### src/rtl/sgdm_pkg.sv
// sgdm_pkg: shared types, constants and saturating helpers for the sgd momentum update block
// no dependencies; imported by every module of the block

package sgdm_pkg;

  localparam int IDX_W     = 12;
  localparam int DATA_W    = 32;
  localparam int FAC_W     = 17;
  localparam int FRAC_W    = 16;
  localparam int MEM_DEPTH = 4096;
  localparam int ADDR_W    = $clog2(MEM_DEPTH);
  localparam int CFG_IDX_W = 3;
  localparam int NSTG      = 12;
  localparam int WR_STG    = 7;
  localparam int OQ_DEPTH  = 16;
  localparam int OQ_PTR_W  = $clog2(OQ_DEPTH);

  localparam logic [CFG_IDX_W-1:0] REG_LEARN_RATE    = 3'd0;
  localparam logic [CFG_IDX_W-1:0] REG_MOMENTUM      = 3'd1;
  localparam logic [CFG_IDX_W-1:0] REG_ONE_MINUS_DMP = 3'd2;
  localparam logic [CFG_IDX_W-1:0] REG_DECAY         = 3'd3;
  localparam logic [CFG_IDX_W-1:0] REG_MAXIMIZE      = 3'd4;
  localparam logic [CFG_IDX_W-1:0] REG_USE_MOMENTUM  = 3'd5;
  localparam logic [CFG_IDX_W-1:0] REG_NESTEROV      = 3'd6;

  localparam logic [FAC_W-1:0] LR_RST  = 17'd655;
  localparam logic [FAC_W-1:0] OMD_RST = 17'd65536;

  typedef logic signed [DATA_W-1:0] val_t;

  localparam val_t VAL_MAX = {1'b0, {(DATA_W-1){1'b1}}};
  localparam val_t VAL_MIN = {1'b1, {(DATA_W-1){1'b0}}};

  typedef struct packed {
    logic [FAC_W-1:0] learn_rate;
    logic [FAC_W-1:0] momentum_factor;
    logic [FAC_W-1:0] one_minus_damping;
    logic [FAC_W-1:0] decay_factor;
    logic             maximize_mode;
    logic             use_momentum;
    logic             nesterov_mode;
  } cfg_t;

  typedef struct packed {
    logic [IDX_W-1:0] idx;
    val_t             param;
    val_t             g;
    val_t             mm;
    val_t             mbuf;
    logic             first;
  } stage_t;

  typedef struct packed {
    logic [IDX_W-1:0] idx;
    val_t             param;
  } oq_item_t;

  function automatic val_t sat_add(val_t a, val_t b);
    logic signed [DATA_W:0] s;
    s = {a[DATA_W-1], a} + {b[DATA_W-1], b};
    if (s[DATA_W] != s[DATA_W-1]) begin
      return s[DATA_W] ? VAL_MIN : VAL_MAX;
    end
    return s[DATA_W-1:0];
  endfunction

  function automatic val_t sat_sub(val_t a, val_t b);
    logic signed [DATA_W:0] s;
    s = {a[DATA_W-1], a} - {b[DATA_W-1], b};
    if (s[DATA_W] != s[DATA_W-1]) begin
      return s[DATA_W] ? VAL_MIN : VAL_MAX;
    end
    return s[DATA_W-1:0];
  endfunction

  function automatic val_t sat_neg(val_t a);
    return (a == VAL_MIN) ? VAL_MAX : -a;
  endfunction

endpackage

### src/rtl/sgdm_outq.sv
// sgdm_outq: result queue that absorbs the pipeline while the receiver stalls
// depends on sgdm_pkg

module sgdm_outq (
  input  logic                   clk,
  input  logic                   rst_n,
  input  logic                   push,
  input  sgdm_pkg::oq_item_t     push_item,
  input  logic                   pop,
  output logic                   valid,
  output sgdm_pkg::oq_item_t     item
);
  import sgdm_pkg::*;

  oq_item_t              q_r [OQ_DEPTH];
  logic [OQ_PTR_W-1:0]   wr_ptr_r, rd_ptr_r;
  logic [OQ_PTR_W:0]     cnt_r, cnt_nxt;

  always_comb begin
    case ({push, pop})
      2'b10:   cnt_nxt = cnt_r + 1'b1;
      2'b01:   cnt_nxt = cnt_r - 1'b1;
      default: cnt_nxt = cnt_r;
    endcase
  end

  always_ff @(posedge clk) begin
    if (push) begin
      q_r[wr_ptr_r] <= push_item;
    end
  end

  always_ff @(posedge clk) begin
    if (!rst_n) begin
      wr_ptr_r <= '0;
      rd_ptr_r <= '0;
      cnt_r    <= '0;
    end else begin
      cnt_r <= cnt_nxt;
      if (push) begin
        wr_ptr_r <= wr_ptr_r + 1'b1;
      end
      if (pop) begin
        rd_ptr_r <= rd_ptr_r + 1'b1;
      end
    end
  end

  assign valid = (cnt_r != '0);
  assign item  = q_r[rd_ptr_r];

endmodule

### config.mk
export PLATFORM = sky130hd
export DESIGN_NAME = sgdm_outq
export DESIGN_NICKNAME = d
export VERILOG_FILES = /design/src/rtl/sgdm_pkg.sv /design/src/rtl/sgdm_outq.sv
export SDC_FILE = /design/constraint.sdc
export NUM_CORES = 1
export LEC_CHECK = 0
export ABC_AREA = 1
export BUFFER_PORTS_ARGS = -buffer_cell sky130_fd_sc_hd__buf_2
export CORE_UTILIZATION = 50
export DETAILED_ROUTE_END_ITERATION = 8
export GPL_TIMING_DRIVEN = 0
export PLACE_DENSITY = 0.66
export SLEW_MARGIN = 15
export SYNTH_ARGS = -nofsm -noshare
export SYNTH_HDL_FRONTEND = slang
export SYNTH_SLANG_ARGS = --single-unit
### constraint.sdc
create_clock -name clk -period 6.13 [get_ports clk]
set_clock_uncertainty 0.05 [all_clocks]
set_input_delay 0 -clock clk [delete_from_list [all_inputs] [get_ports clk]]
set_output_delay 0 -clock clk [all_outputs]
set_load 0.005 [all_outputs]
==> reports/qor.txt <==
WS Path Type - reg2out
GRT overflow - 0
Leak - 12.5 nW
Max Slew Vio Count - 0
vias in the first global route - 19100
FF-to-FF setup slack - 3810 ps
setup violators final - 0
Avg WL per Cell - 22.8 um
Mapped Area - 0.0293 mm2
Hold Path Depth - 3
synthesis-to-finish area growth - 16.9%
final period utilization - 50.8%
crit end category - output pin
Top Ports - 93
fin area - 0.0343 mm2
Max-Cap Viols - 0
min cycle time layout - 3110 ps
top post-synthesis cells by count - edfxtp_1 (704), inv_1 (371), nand3_1 (270)
share of cells above drive strength 1 - 12.1%
achievable clock frequency - 321 MHz
dpl hpwl - 50700 um
port bufs - 92
GRT met3 Usage - 4.38%
M2 GR Usage - 42.7%
hold_sp - pop
FF-to-FF End - q_r[3][30]
CTS H-tree lvls - 3
cell taking the most area after synthesis - edfxtp_1
flops & latches, synth - 721
Reg area - 0.0215 mm2
asr flop ratio synth - 0%
Final ANT Viol Nets - 0
Pwr Total - 10.6 mW
first-pass GRT wire length - 116000 um
WL final - 77700 um
met1 Use GR - 35.6%
final setup margin - 3020 ps
Synth cell types - 22
standard-cell rows - 88
syn_nets - 2402
Reg clk slew, reported paths - 50 ps
startpoint type of the worst setup path - register
Die Span Y - 244 um
Placed Area - 0.0315 mm2
DR iter-0 viols - 2126
Setup TNS - 0 ps
worst path arrival time - 3060 ps
Global Route Usage Sum - 26.3%
CP Data Required Time - 6080 ps
nets - 2650
filler instances - 4443
pre-CTS WS - 3630 ps
top_reg_cell synth - edfxtp_1
CTS tree - built
largest net degree at the start of global routing - 24
Reg-to-Reg Start - wr_ptr_r[0]
RSZ-0062 raised after global routing - no
maximum VDD drop - 230 uV
worst slew margin relative to its limit - 24.5%
Skew-Pair Late Insertion Delay - 610 ps
die area - 0.0596 mm2
Hold Crit Class - in2reg
Worst Reg-to-Reg Cells - 5
crit-path max FO - 10
footprint of the multi-input gates - 0.00584 mm2
number of antenna violations at the first check in global routing - 0
Tightest Pin Transition - 1130 ps
Post-synth EDFFs - 704
Via Count - 19500
WHS Endpoint - rd_ptr_r[0]
Die X - 244 um
Layout Cells excl Fill - 3411
ANT cells - 0
Cells after Synth - 2345
Clock Path Buffers - 3
most frequent cell after synthesis - edfxtp_1
largest cells by area after synthesis - edfxtp_1 (72%), inv_1 (4.8%), nand3_1 (4.6%), o211ai_1 (4.5%), a21oi_1 (3.2%)
TritonCTS sink count - 721
GRT Max-Usage Layer - met2
GPL Wtd Cong - 0.816
CTS buffer count - 75
routed vias/inst - 5.70
Yosys warning total - 0
final hold viol count - 0
initial core utilization - 50.7%
placed cells - 3233
DRC - 0
CORE AREA - 0.0578 mm2
PD cells - 309 mW/mm2
status - completed
sequential area share after synthesis - 73.3%
Root Driver - clkbuf_16
mean post-synth cell area - 12.5 um2
router iterations before antenna repair - 6
Yosys top cell area share - 72.1%
==> layout make-up <==
class / instances / share of cell area, %
sequential: 721 / 62.7
multi-input combinational: 1106 / 17.0
clock buffer: 100 / 6.00
timing repair buffer: 171 / 4.75
inverter: 373 / 4.09
tap: 765 / 2.79
buffer: 145 / 2.08
clock inverter: 30 / 0.573
==> repair_timing <==
item | 4_1_cts | 5_1_grt
hold buffers | 48 | 0
hold endpoints to repair | 721 | 0
buffers inserted | 0 | 0
resized for setup | 0 | 0
==> logic make-up (layout without fill, tap and decap cells) <==
family | Yosys count | in the layout | share of synthesized area (%)
flops | 721 | 721 | 73.3
xor+xnor | 3 | 3 | 0.0897
fa+ha+maj | 9 | 9 | 0.384
compound gates | 549 | 549 | 10.9
simple gates | 545 | 545 | 8.15
buf+inv | 518 | 819 | 7.21
==> power by group <==
| part | internal [mW] | leakage (nW) | switching [mW] |
|---|---|---|---|
| clock network | 2.43 | 1.11 | 1.82 |
| registers | 5.47 | 6.50 | 0.0188 |
| logic | 0.265 | 4.87 | 0.584 |
| total | 8.17 | 12.5 | 2.42 |
==> layout by cell type (no fill, tap or decap), types with 2 or more instances in the layout <==
cell type	instances
nor2_1	13
xor2_1	3
nor2_4	16
clkinv_2	11
clkbuf_1	69
buf_6	6
dfxtp_1	17
inv_1	371
dlygate4sd3_1	48
buf_2	160
ha_1	9
buf_16	9
bufinv_16	2
nand3_1	270
o211ai_1	176
a21oi_1	187
clkinv_1	15
nand2_1	244
buf_1	13
buf_12	22
edfxtp_1	704
buf_4	10
clkbuf_16	79
o21ai_0	184
==> layer usage <==
layer / share of wire, % / vias up
met1: 41 / 9572
met3: 7.6 / 174
met5: 0 / -
met4: 3.4 / 0
met2: 48 / 881
li1: - / 8832
==> how the worst max path moves through the flow <==
stage | start | to | slack (ps) | cells past startpoint
after floorplan | wr_ptr_r[0] | q_r[0][0] | 3120 | 4
after global placement | wr_ptr_r[0] | q_r[7][27] | 850 | 3
after detailed placement | register | item[25] | 3630 | 8
after CTS | register | item[25] | 3010 | 8
after global routing | register | item[23] | 2900 | 7
final | register | item[23] | 3020 | 7
==> state kept, by name, indices dropped and copies added (netlist names), named ones only <==
register,flops
q_r,704
cnt_r,5
rd_ptr_r,4
wr_ptr_r,4
==> worst max-delay path, cell delays in order (launching register included) <==
cell	delay (ps)
dfxtp_1	420
buf_4	200
clkbuf_1	850
clkbuf_1	490
nand3_1	180
nand3_1	110
nand2_1	70
buf_2	130
==> metrics by stage <==
step | utilization, % | hold slack [ps]
finish | 59.3 | 189
CTS | 59.3 | 154
floorplan | - | 39.4
global route | 59.3 | 182
global placement | 53.2 | 212
detailed placement | 54.6 | 227
(Power assumes the default switching activity.)
